==> config.mk <==
export PLATFORM = sky130hd
export DESIGN_NAME = budgeted_snapshot_retention
export DESIGN_NICKNAME = d
export VERILOG_FILES = /design/src/sv/bsr_pkg.sv /design/src/sv/bsr_table.sv /design/src/sv/budgeted_snapshot_retention.sv
export VERILOG_INCLUDE_DIRS = /design/src /design/src/sv
export SDC_FILE = /design/constraint.sdc
export NUM_CORES = 2
export LEC_CHECK = 0
export BUFFER_PORTS_ARGS = -buffer_cell sky130_fd_sc_hd__buf_2
export CAP_MARGIN = 0
export CORE_ASPECT_RATIO = 2
export CORE_UTILIZATION = 39
export CTS_CLUSTER_DIAMETER = 150
export DETAILED_ROUTE_END_ITERATION = 10
export MAX_ROUTING_LAYER = met4
export REMOVE_ABC_BUFFERS = 1
export SYNTH_ARGS = -nofsm -noshare
export SYNTH_HDL_FRONTEND = slang
export SYNTH_SLANG_ARGS = --single-unit
export TNS_END_PERCENT = 10
==> constraint.sdc <==
create_clock -name clk -period 18.4 [get_ports clk]
set_input_delay 3.68 -clock clk [delete_from_list [all_inputs] [get_ports clk]]
set_output_delay 3.68 -clock clk [all_outputs]
set_load 0.01 [all_outputs]
==> src/sv/budgeted_snapshot_retention_assert.svh <==
// Assertion macros for the snapshot retention block, clocked on clk, reset by arst_n.
`ifndef BUDGETED_SNAPSHOT_RETENTION_ASSERT_SVH
`define BUDGETED_SNAPSHOT_RETENTION_ASSERT_SVH
`ifndef SYNTHESIS
// Condition holds whenever the antecedent holds in the same cycle.
`define BSR_ASSERT_SAME(lbl, pre, post) \
	lbl: assert property (@(posedge clk) disable iff (!arst_n) (pre) |-> (post)) \
	else $error("bsr check failed");
// Condition holds in the cycle after the antecedent.
`define BSR_ASSERT_NEXT(lbl, pre, post) \
	lbl: assert property (@(posedge clk) disable iff (!arst_n) (pre) |=> (post)) \
	else $error("bsr check failed");
`else
`define BSR_ASSERT_SAME(lbl, pre, post)
`define BSR_ASSERT_NEXT(lbl, pre, post)
`endif
`endif

==> src/sv/bsr_pkg.sv <==
// Shared constants, codes and types of the snapshot retention block.
package bsr_pkg;
	localparam int SLOTS = 16;
	localparam int IDX_W = $clog2(SLOTS);
	localparam int CNT_W = $clog2(SLOTS + 1);

	typedef enum logic [1:0] {
		OP_CAPTURE = 2'd0,
		OP_BUDGET  = 2'd1,
		OP_REMOVE  = 2'd2,
		OP_CLEAR   = 2'd3
	} op_t;

	typedef enum logic [2:0] {
		ST_OK        = 3'd0,
		ST_TOO_LARGE = 3'd1,
		ST_CKPT_KEPT = 3'd2,
		ST_NOT_FOUND = 3'd3,
		ST_FULL      = 3'd4
	} status_t;

	// Table commands from the sequencer
	typedef struct packed {
		logic             erase;
		logic [IDX_W-1:0] erase_idx;
		logic             write;
		logic [IDX_W-1:0] write_idx;
		logic             kind;
		logic [31:0]      size;
		logic [31:0]      ident;
	} tbl_cmd_t;

	// Entry seen at the scan index
	typedef struct packed {
		logic        kind;
		logic [31:0] size;
		logic [31:0] ident;
	} tbl_rd_t;
endpackage

==> src/sv/bsr_table.sv <==
// Age-ordered entry table: compacting erase, append write, one scan read port.
module bsr_table (
	input  logic                           clk,
	input  bsr_pkg::tbl_cmd_t              cmd,
	input  logic [bsr_pkg::IDX_W-1:0]      rd_idx,
	output bsr_pkg::tbl_rd_t               rd
);
	logic        kind_q  [bsr_pkg::SLOTS];
	logic [31:0] size_q  [bsr_pkg::SLOTS];
	logic [31:0] ident_q [bsr_pkg::SLOTS];

	// Erase shifts every entry above the erased one down by one place
	always_ff @(posedge clk) begin
		for (int i = 0; i < bsr_pkg::SLOTS; i++) begin
			if (cmd.erase && (i >= int'(cmd.erase_idx)) && (i + 1 < bsr_pkg::SLOTS)) begin
				kind_q[i]  <= kind_q[i+1];
				size_q[i]  <= size_q[i+1];
				ident_q[i] <= ident_q[i+1];
			end else if (cmd.write && (i == int'(cmd.write_idx))) begin
				kind_q[i]  <= cmd.kind;
				size_q[i]  <= cmd.size;
				ident_q[i] <= cmd.ident;
			end
		end
	end

	assign rd.kind  = kind_q[rd_idx];
	assign rd.size  = size_q[rd_idx];
	assign rd.ident = ident_q[rd_idx];
endmodule

==> src/sv/budgeted_snapshot_retention.sv <==
// Clear and a too-large capture go straight to the result; a checkpoint capture or a budget
// change first checks usage against the budget; a remove scans entries for the id; an automatic
// capture adds a summing pass over live entries, and each eviction a forward search and an erase.
// Throughput: one operation at a time, ready again in the cycle its result goes valid; a result
// not yet taken holds the block. Reset: clears fill count, usage and budget, next id is one.
`include "budgeted_snapshot_retention_assert.svh"
module budgeted_snapshot_retention (
	input  logic         clk,
	input  logic         arst_n,
	input  logic         s_tvalid,
	output logic         s_tready,
	input  logic [95:0]  s_tdata,  // byte_count[31:0], new_budget[63:32], target_id[95:64]
	input  logic [2:0]   s_tuser,  // op[1:0], kind[2]
	output logic         m_tvalid,
	input  logic         m_tready,
	output logic [71:0]  m_tdata,  // new_id[31:0], evicted_count[36:32], used_total[68:37]
	output logic [3:0]   m_tuser   // ok[0], status[3:1]
);
	typedef enum logic [2:0] {
		S_IDLE, S_SUM, S_FEAS, S_CHECK, S_FIND, S_ERASE, S_DONE
	} state_t;

	state_t                      state_q;
	bsr_pkg::op_t                op_q;
	logic                        kind_q;
	logic [31:0]                 bytes_q, target_q;
	logic [31:0]                 used_q, budget_q, next_id_q;
	logic [bsr_pkg::CNT_W-1:0]   count_q, scan_q;
	logic [32:0]                 reclaim_q;
	logic                        no_auto_q;
	logic                        ok_q;
	bsr_pkg::status_t            status_q;
	logic [31:0]                 new_id_q;
	logic [4:0]                  evicted_q;
	logic                        mv_q;
	logic [3:0]                  mu_q;
	logic [71:0]                 md_q;

	bsr_pkg::tbl_cmd_t           cmd;
	bsr_pkg::tbl_rd_t            rd;
	logic [32:0]                 need;
	logic                        over, at_end, full, cap, auto_only;
	logic [33:0]                 feas_lhs, feas_rhs;
	bsr_pkg::op_t                in_op;

	assign in_op     = bsr_pkg::op_t'(s_tuser[1:0]);
	assign s_tready  = (state_q == S_IDLE);
	assign m_tvalid  = mv_q;
	assign m_tdata   = md_q;
	assign m_tuser   = mu_q;

	// Shared add/compare unit: usage (plus capture size) against the budget
	assign cap       = (op_q == bsr_pkg::OP_CAPTURE);
	assign auto_only = cap && !kind_q;
	assign need      = {1'b0, used_q} + (cap ? {1'b0, bytes_q} : 33'd0);
	assign over      = need > {1'b0, budget_q};
	assign at_end    = (scan_q == count_q);
	assign full      = (count_q == bsr_pkg::CNT_W'(bsr_pkg::SLOTS));
	assign feas_lhs  = {2'b0, used_q} + {2'b0, bytes_q};
	assign feas_rhs  = {2'b0, budget_q} + {1'b0, reclaim_q};

	// Table control
	always_comb begin
		cmd           = '0;
		cmd.erase     = (state_q == S_ERASE);
		cmd.erase_idx = scan_q[bsr_pkg::IDX_W-1:0];
		cmd.write     = (state_q == S_CHECK) && cap && !over && !full;
		cmd.write_idx = count_q[bsr_pkg::IDX_W-1:0];
		cmd.kind      = kind_q;
		cmd.size      = bytes_q;
		cmd.ident     = next_id_q;
	end

	bsr_table u_table (
		.clk    (clk),
		.cmd    (cmd),
		.rd_idx (scan_q[bsr_pkg::IDX_W-1:0]),
		.rd     (rd)
	);

	// Sequencer and registered outputs
	always_ff @(posedge clk or negedge arst_n) begin
		if (!arst_n) begin
			state_q   <= S_IDLE;
			used_q    <= '0;
			budget_q  <= '0;
			next_id_q <= 32'd1;
			count_q   <= '0;
			mv_q      <= 1'b0;
		end else begin
			if (mv_q && m_tready && (state_q != S_DONE))
				mv_q <= 1'b0;
			unique case (state_q)
				S_IDLE: begin
					if (s_tvalid) begin
						op_q      <= in_op;
						kind_q    <= s_tuser[2];
						bytes_q   <= s_tdata[31:0];
						target_q  <= s_tdata[95:64];
						ok_q      <= 1'b0;
						status_q  <= bsr_pkg::ST_OK;
						new_id_q  <= '0;
						evicted_q <= '0;
						scan_q    <= '0;
						reclaim_q <= '0;
						no_auto_q <= 1'b0;
						unique case (in_op)
							bsr_pkg::OP_CAPTURE: begin
								if (s_tdata[31:0] > budget_q) begin
									status_q <= bsr_pkg::ST_TOO_LARGE;
									state_q  <= S_DONE;
								end else if (!s_tuser[2]) begin
									state_q <= S_SUM;
								end else begin
									state_q <= S_CHECK;
								end
							end
							bsr_pkg::OP_BUDGET: begin
								budget_q <= s_tdata[63:32];
								state_q  <= S_CHECK;
							end
							bsr_pkg::OP_REMOVE: state_q <= S_FIND;
							bsr_pkg::OP_CLEAR: begin
								count_q <= '0;
								used_q  <= '0;
								state_q <= S_DONE;
							end
							default: state_q <= S_DONE;
						endcase
					end
				end
				// Total of automatic entries
				S_SUM: begin
					if (at_end) begin
						scan_q  <= '0;
						state_q <= S_FEAS;
					end else begin
						if (!rd.kind)
							reclaim_q <= reclaim_q + {1'b0, rd.size};
						scan_q <= scan_q + 1'b1;
					end
				end
				S_FEAS: begin
					if (feas_lhs > feas_rhs) begin
						status_q <= bsr_pkg::ST_CKPT_KEPT;
						state_q  <= S_DONE;
					end else begin
						state_q <= S_CHECK;
					end
				end
				// Decide: evict another entry, append, or finish
				S_CHECK: begin
					if (over || (cap && full)) begin
						if (!no_auto_q) begin
							state_q <= S_FIND;
						end else if (auto_only || count_q == '0) begin
							if (cap)
								status_q <= over ? bsr_pkg::ST_CKPT_KEPT : bsr_pkg::ST_FULL;
							state_q <= S_DONE;
						end else begin
							scan_q  <= '0;
							state_q <= S_ERASE;
						end
					end else if (cap) begin
						count_q   <= count_q + 1'b1;
						used_q    <= used_q + bytes_q;
						new_id_q  <= next_id_q;
						next_id_q <= (next_id_q == '1) ? 32'd1 : next_id_q + 32'd1;
						ok_q      <= 1'b1;
						state_q   <= S_DONE;
					end else begin
						state_q <= S_DONE;
					end
				end
				// Scan for oldest automatic entry, or the id to remove
				S_FIND: begin
					if (at_end) begin
						if (op_q == bsr_pkg::OP_REMOVE) begin
							status_q <= bsr_pkg::ST_NOT_FOUND;
							state_q  <= S_DONE;
						end else begin
							no_auto_q <= 1'b1;
							state_q   <= S_CHECK;
						end
					end else if ((op_q == bsr_pkg::OP_REMOVE) ? (rd.ident == target_q)
						: !rd.kind) begin
						state_q <= S_ERASE;
					end else begin
						scan_q <= scan_q + 1'b1;
					end
				end
				S_ERASE: begin
					used_q  <= used_q - rd.size;
					count_q <= count_q - 1'b1;
					if (op_q == bsr_pkg::OP_REMOVE) begin
						ok_q    <= 1'b1;
						state_q <= S_DONE;
					end else begin
						if (evicted_q != '1)
							evicted_q <= evicted_q + 5'd1;
						state_q <= S_CHECK;
					end
				end
				S_DONE: begin
					if (!mv_q || m_tready) begin
						mv_q    <= 1'b1;
						mu_q    <= {status_q, ok_q};
						md_q    <= {3'b0, used_q, evicted_q, new_id_q};
						state_q <= S_IDLE;
					end
				end
				default: state_q <= S_IDLE;
			endcase
		end
	end

	`BSR_ASSERT_SAME(a_count_range, 1'b1, count_q <= bsr_pkg::CNT_W'(bsr_pkg::SLOTS))
	`BSR_ASSERT_NEXT(a_erase_shrinks, state_q == S_ERASE, count_q == $past(count_q) - 1'b1)
	`BSR_ASSERT_SAME(a_idle_fits, state_q == S_IDLE, used_q <= budget_q)
	`BSR_ASSERT_SAME(a_ok_status, m_tvalid && m_tuser[0], m_tuser[3:1] == bsr_pkg::ST_OK)
endmodule

== Yosys cells after proc, flatten, opt, wreduce, memory -nomap -nowiden ==
Memories as Yosys holds them, arrays and structs flattened. A register that Yosys moved wholly into a read port is not among the register bits.
Cells that the tools add are included.

* Bits in registers: 325
* Bits in latches: 0
* Memory bits (writable): 1,040
* Bits in read-only memories: 0
* Bits of input ports: 103
* Output and inout port bits: 78
* Memories kept: 3

* Add/subtract/negate cells: 11
* Multipliers: 0
* Divide/modulo/power cells: 0
* $lt $le $gt $ge: 18
* Equality and inequality tests: 53
* Shifts and indexed selects: 0
* Multiplexer cells: 203
* Bitwise logic cells: 46
* Reductions and logical operators: 74

{| class="wikitable"
|+ Memories
! memory !! depth !! width !! read ports !! clocked after Yosys merged registers in !! write ports !! line !! RTL
|-
| u_table.ident_q || 16 || 32 || 16 || 1 || 15 || bsr_table.sv:10 || <nowiki>logic [31:0] ident_q [bsr_pkg::SLOTS];</nowiki>
|-
| u_table.size_q || 16 || 32 || 16 || 1 || 15 || bsr_table.sv:9 || <nowiki>logic [31:0] size_q [bsr_pkg::SLOTS];</nowiki>
|-
| u_table.kind_q || 16 || 1 || 16 || 1 || 15 || bsr_table.sv:8 || <nowiki>logic kind_q [bsr_pkg::SLOTS];</nowiki>
|}

{| class="wikitable"
|+ Operators by type and width
! cell !! count
|-
| two-way mux 32 bit || 41
|-
| two-way mux 1 bit || 108
|-
| two-way mux 33 bit || 3
|-
| one-hot mux 32 bit (3 select lines) || 1
|-
| adder 32 x 32 -> 33 bit || 2
|-
| one-hot mux 33 bit (2 select lines) || 1
|-
| two-way mux 5 bit || 13
|-
| one-hot mux 32 bit (2 select lines) || 1
|-
| OR reduction 32 bit || 2
|-
| two-way mux 3 bit || 18
|-
| OR 1 bit || 45
|-
| logical AND 1 bit || 38
|-
| inequality test 2 bit, second input constant || 18
|-
| adder 32 x 33 -> 34 bit || 1
|-
| > comparator 33 x 34 -> 1 bit || 1
|-
| adder 33 x 32 -> 33 bit || 1
|-
| > comparator 33 x 32 -> 1 bit || 1
|-
| adder 32 x 1 -> 32 bit, second input constant || 1
|-
| adder 32 bit || 1
|-
| == test 32 bit || 1
|-
| == test 32 bit, second input constant || 1
|-
| == test 4 bit, first input constant || 8
|-
| > comparator 32 bit || 1
|-
| subtractor 32 bit || 1
|-
| other kinds (45) || 96
|}

== Logic depth before layout (Yosys ltp) ==
* Depth after elaboration: 13
* Gate-level depth with buffers: 31

== Cells and area by module ==
A second synthesis with hierarchy kept.

* Cells, all modules: 5,166
* Area, all modules: 74,597.8 um2

{| class="wikitable"
|+ By module, submodules not included
! module !! instances !! cells each !! area an instance (um2) !! seq. area each (um2)
|-
| bsr_table || 1 || 2,813 || 51,202.9 || 31,230.0
|-
| budgeted_snapshot_retention || 1 || 2,353 || 23,394.9 || 9,235.1
|}

== Worst setup path before layout ==
OpenSTA, ideal clock, no wires.

* Path type: flip-flop to flip-flop
* From: register bytes_q[2]
* To: memory u_table.ident_q[15][0], enable pin
* Library setup time: 568 ps
* Data arrival time: 9,382 ps
* Required time: 17,832 ps
* Path slack: 8,450 ps
* Stages on the path, launching flop included: 25
* Path buffers: 2
* Cells stage by stage: edfxtp_1 -> clkbuf_1 -> clkbuf_1 -> and2_1 -> ha_1 -> nor2b_1 -> o31ai_1 -> a32oi_1 -> a221o_1 -> a211o_1 -> a21oi_1 -> nor2_1 -> or3_1 -> a21oi_1 -> xnor2_1 -> ha_1 -> nand4_1 -> nor4b_1 -> nand3_1 -> nor3_1 -> o2bb2ai_1 -> o21a_1 -> o31a_1 -> nand3_1 -> nor3_1

{| class="wikitable"
|+ RTL lines
! what !! line !! RTL
|-
| start, declared || budgeted_snapshot_retention.sv:26 || <nowiki>logic [31:0] bytes_q, target_q;</nowiki>
|-
| start signal, assigned || budgeted_snapshot_retention.sv:98 || <nowiki>bytes_q <= s_tdata[31:0];</nowiki>
|-
| end, declared || bsr_table.sv:10 ||
|}

==> impl_metrics.yaml <==
clocking:
  cts_hold_buffers: 0
  worst_setup_hold_path_clk_slew_ns: 0.07
  clock_latency_ns: 0.81
  cts.repair.resized: 0
  clkSinkCount: 1369
  clock-root-buffer: "sky130_fd_sc_hd__clkbuf_16"
  ctsLongestPathBuffers: 4
  cts_setup_buffers: 0
  cts_made_buffers: 143
  htreeDepth: 4
  cts_tree: "done"
min_path:
  worstHoldPathType: "reg -> reg"
logic_synthesis:
  postSynthRegisterBits: 1369
  synth_xor_xnor_area_share_pct: 2.76
  synth.avg_cell_area_um2: 14.3
  yosys.cell_types.count: 78
  main_combinational_cell_family_by_area_after_synthesis: "multiplexers"
  fraction_of_the_mapped_netlist_area_in_compound_gates_pct: 6.16
  synth_enable_flop_cells: 1260
  synth_warnings: 0
  synthesis.instances: 5221
  sequential_share_of_the_synthesized_area_pct: 54.5
  asyncSetResetFlopFracSynth_pct: 7.67
  post_synthesis_simple_gate_area_fraction_pct: 5.22
  post_synth_mux_area_share_pct: 24.3
  synth-adder-area-share_pct: 4.63
  synth_area_um2: 74500
  ys.flop_type: "sky130_fd_sc_hd__edfxtp_1"
pwr:
  internal_portion_of_total_power_uw: 7730
  peakVddDrop_mv: 0.0870
  total_switching_power_uw: 4770
  design_power_total_uw: 12500
  seq_power_share_pct: 35.7
  combPwrFrac_pct: 41.3
  clock_power_share_pct: 23.1
  power.static_leakage_uw: 0.0295
  power.share.switching_pct: 38.1
  power.density_cell_area_nw_per_um2: 152
placed_design:
  gp_routability_congestion: 0.933
  port_buffers: 177
  dp_hpwl_mm: 163
  placed_cells: 7629
run_status:
  failed_checks: "design-rule violations"
  status: "finished, violations left"
timing:
  max_slew_headroom_pct: 13.4
  final.setup_skew_ns: 0.0711
  setup_total_negative_slack_ns: 0
  tightest_slew_ns: 1.29
  setup_viol_count_final: 0
  max_freq_ghz: 0.104
  timing.final.crit_period_ns: 9.60
  timing.final.crit_share_pct: 52.2
  rsz_0062_raised_after_global_routing: "false"
  report.final.hold_viol_count: 0
  finalMaxSlewViolations: 0
worst_setup_path:
  critPathLaunch: "op_q[1]"
  crit_type: "reg -> reg"
  worst_reg2reg_setup_slack_ns: 8.80
  worstPathArrival_ns: 10.01
  critical_path_fanout_max: 44
  worstPathRequired_ns: 18.81
  r2r-end: "u_table.size_q[13][25]"
  worst_setup_path_endpoint: "u_table.size_q[13][25]"
  r2r.worst_path.cells: 27
  worst_setup_path_start_kind: "register"
  endpoint_kind: "register"
  worst_r2r_startpoint: "op_q[1]"
global_routing:
  gr-usage-all-layers_pct: 25.0
  grt_first_pass_wirelength_mm: 341
  first_global_vias: 49600
  gr-total-overflow: 0
  grt_antenna_before_repair: 7
  grt_max_degree: 94
drt:
  route.detailed.wl_per_inst_um: 30.0
  dr.first_iter.drc_count: 3771
  detail_route.first_pass.iterations: 10
  dr_total_vias: 46800
  drt-vias-per-instance: 5.94
  postRouteAntennaNets: 0
  detail_route.drc_violations: 2
  detail_route.wirelength_mm: 237
cells_and_area:
  seqCellArea_um2: 40600
  filler_cell_count: 17200
  layout-area-overhead-vs-synth_pct: 10.8
  drive_gt1_share_pct: 33.7
  finalNetCount: 5641
  layoutNonFillerInstCount: 7881
  multi_input_comb_area_um2: 32400
run:
  timing.max_cap.violations: 0
floorplan:
  ioPinCount: 181
  floorplan.die.width_um: 311
  start_util_pct: 39.3
  floorplan.core_area_um2: 189000
  rows: 226
  fp.dieH_um: 620
  die_area_um2: 193000
-- per-stage QoR --
step | setup slack (ns) | area (um^2) | utilization [%] | hold slack, ns
global route | 8.31 | 82500 | 43.5 | 0.426
CTS | 8.72 | 82500 | 43.5 | 0.414
detailed placement | 8.80 | 78100 | 41.2 | 0.405
global placement | 8.87 | 78100 | 41.2 | 0.401
floorplan | 4.71 | 73000 | - | 0.400
finish | 8.80 | 82500 | 43.5 | 0.409
-- cells in the final DEF (no fill, tap or decap), types with 9 or more instances in the layout --
master,synthesis,routed
sky130_fd_sc_hd__edfxtp_1,1260,1260
sky130_fd_sc_hd__mux2_2,1036,1036
sky130_fd_sc_hd__ha_1,266,266
sky130_fd_sc_hd__mux4_2,255,255
sky130_fd_sc_hd__nand2_1,231,214
sky130_fd_sc_hd__a21oi_1,195,195
sky130_fd_sc_hd__buf_2,25,176
sky130_fd_sc_hd__nor2_1,176,174
sky130_fd_sc_hd__o21ai_0,177,171
sky130_fd_sc_hd__clkbuf_16,0,144
sky130_fd_sc_hd__xnor2_1,131,131
sky130_fd_sc_hd__xor2_1,104,104
sky130_fd_sc_hd__dfrtp_1,104,103
sky130_fd_sc_hd__inv_1,99,99
sky130_fd_sc_hd__a21o_1,92,91
sky130_fd_sc_hd__buf_4,4,87
sky130_fd_sc_hd__mux2i_1,71,71
sky130_fd_sc_hd__and3_1,58,56
sky130_fd_sc_hd__o31ai_1,51,51
sky130_fd_sc_hd__nand3_1,52,48
sky130_fd_sc_hd__nor3_1,49,47
sky130_fd_sc_hd__nor2b_1,45,44
sky130_fd_sc_hd__and2_1,43,43
sky130_fd_sc_hd__clkbuf_1,310,38
sky130_fd_sc_hd__nand4_1,35,35
sky130_fd_sc_hd__nand2b_1,31,31
sky130_fd_sc_hd__o21a_1,26,26
sky130_fd_sc_hd__a211oi_1,25,25
sky130_fd_sc_hd__o22ai_1,24,24
sky130_fd_sc_hd__a221oi_1,24,24
sky130_fd_sc_hd__clkinv_1,1,22
sky130_fd_sc_hd__o21bai_1,21,21
sky130_fd_sc_hd__nand2_4,0,17
sky130_fd_sc_hd__or3_1,15,15
sky130_fd_sc_hd__clkinv_2,0,15
sky130_fd_sc_hd__o211ai_1,14,14
sky130_fd_sc_hd__a31oi_1,12,12
sky130_fd_sc_hd__nor4_1,10,10
sky130_fd_sc_hd__and4_1,9,9
sky130_fd_sc_hd__bufinv_16,0,9
-- synth_stat cells, types with 71 or more instances --
library cell               count  area [um^2]
sky130_fd_sc_hd__o21ai_0     177          886
sky130_fd_sc_hd__ha_1        266         3330
sky130_fd_sc_hd__edfxtp_1   1260        37800
sky130_fd_sc_hd__dfrtp_1     104         2600
sky130_fd_sc_hd__clkbuf_1    310         1160
sky130_fd_sc_hd__mux2i_1      71          711
sky130_fd_sc_hd__nand2_1     231          867
sky130_fd_sc_hd__mux4_2      255         5740
sky130_fd_sc_hd__xnor2_1     131         1150
sky130_fd_sc_hd__a21oi_1     195          976
sky130_fd_sc_hd__mux2_2     1036        11700
sky130_fd_sc_hd__a21o_1       92          691
sky130_fd_sc_hd__xor2_1      104          911
sky130_fd_sc_hd__nor2_1      176          661
sky130_fd_sc_hd__inv_1        99          372
-- state kept, by name, indices dropped and copies added (netlist names), 33 cells and up, named ones only --
register and flops:
reclaim_q 33, u_table.size_q 512, m_tdata 69, u_table.ident_q 512
-- layout make-up --
class / count / area share (%)
diodes: 4 / 0.0121
clock buffers: 188 / 4.64
clock inverters: 60 / 0.711
inverters: 100 / 0.455
multi-input cells: 3386 / 39.3
flip-flops and latches: 1369 / 49.2
well taps: 2508 / 3.80
repair buffers: 266 / 1.92
-- power by group through the flow --
stage | Clock [uW] | Sequential (uW) | Combinational (uW)
2_1_floorplan | 0 | 4560 | 3600
3_3_place_gp | 0 | 4500 | 5080
3_5_place_dp | 0 | 4510 | 5140
4_1_cts | 2930 | 4450 | 5160
5_1_grt | 3020 | 4510 | 5520
6_report | 2880 | 4460 | 5160
-- worst min path at each step --
stage                 startpoint           to  slack [ns]  cells past startpoint
floorplan            new_id_q[0]   m_tdata[0]        0.40                      0
global placement    new_id_q[13]  m_tdata[13]        0.40                      0
detailed placement   new_id_q[4]   m_tdata[4]        0.40                      0
CTS                  new_id_q[5]   m_tdata[5]        0.41                      0
global route         new_id_q[5]   m_tdata[5]        0.43                      0
finish              new_id_q[24]  m_tdata[24]        0.41                      0
-- critical path, stage by stage, from the launching register on --
cell and delay [ns]:
sky130_fd_sc_hd__edfxtp_1 0.41, sky130_fd_sc_hd__nor2_2 0.20, sky130_fd_sc_hd__buf_4 0.36, sky130_fd_sc_hd__and2_1 0.18, sky130_fd_sc_hd__ha_1 0.27, sky130_fd_sc_hd__nor2b_1 0.17, sky130_fd_sc_hd__o31ai_1 0.36, sky130_fd_sc_hd__a32oi_1 0.27
sky130_fd_sc_hd__a221o_1 0.43, sky130_fd_sc_hd__a211o_1 0.35, sky130_fd_sc_hd__a21oi_1 0.28, sky130_fd_sc_hd__nor2b_1 0.34, sky130_fd_sc_hd__nor2_1 0.09, sky130_fd_sc_hd__nor2_1 0.17, sky130_fd_sc_hd__o21ai_0 0.14, sky130_fd_sc_hd__xnor2_1 0.15
sky130_fd_sc_hd__ha_1 0.29, sky130_fd_sc_hd__a21o_1 0.16, sky130_fd_sc_hd__a21oi_1 0.16, sky130_fd_sc_hd__o211ai_1 0.19, sky130_fd_sc_hd__a211oi_1 0.27, sky130_fd_sc_hd__o21a_1 0.15, sky130_fd_sc_hd__o31a_1 0.46, sky130_fd_sc_hd__and3_1 0.68
sky130_fd_sc_hd__and3b_1 0.52, sky130_fd_sc_hd__nand3_4 0.53, sky130_fd_sc_hd__o21ai_4 0.62, sky130_fd_sc_hd__buf_4 0.81
-- cell families after synthesis --
kind of cell | count (synthesis)
buffers and inverters | 468
flip-flops | 1369
multiplexers | 1362
AO/OA/AOI/OAI | 725
adder cells (fa/ha/maj) | 272
AND/OR/NAND/NOR | 789
other | 1
XOR/XNOR | 235
-- layer usage --
| layer | vias to the layer above | share of wire, % | GRT usage, % |
|---|---|---|---|
| met5 | - | 0 | - |
| met4 | 0 | 7.0 | 15.3 |
| met3 | 630 | 4.2 | 2.57 |
| met2 | 1558 | 54 | 45.9 |
| met1 | 24300 | 35 | 25.5 |
| li1 | 20400 | - | - |
Power figures use the tool's default switching activity.
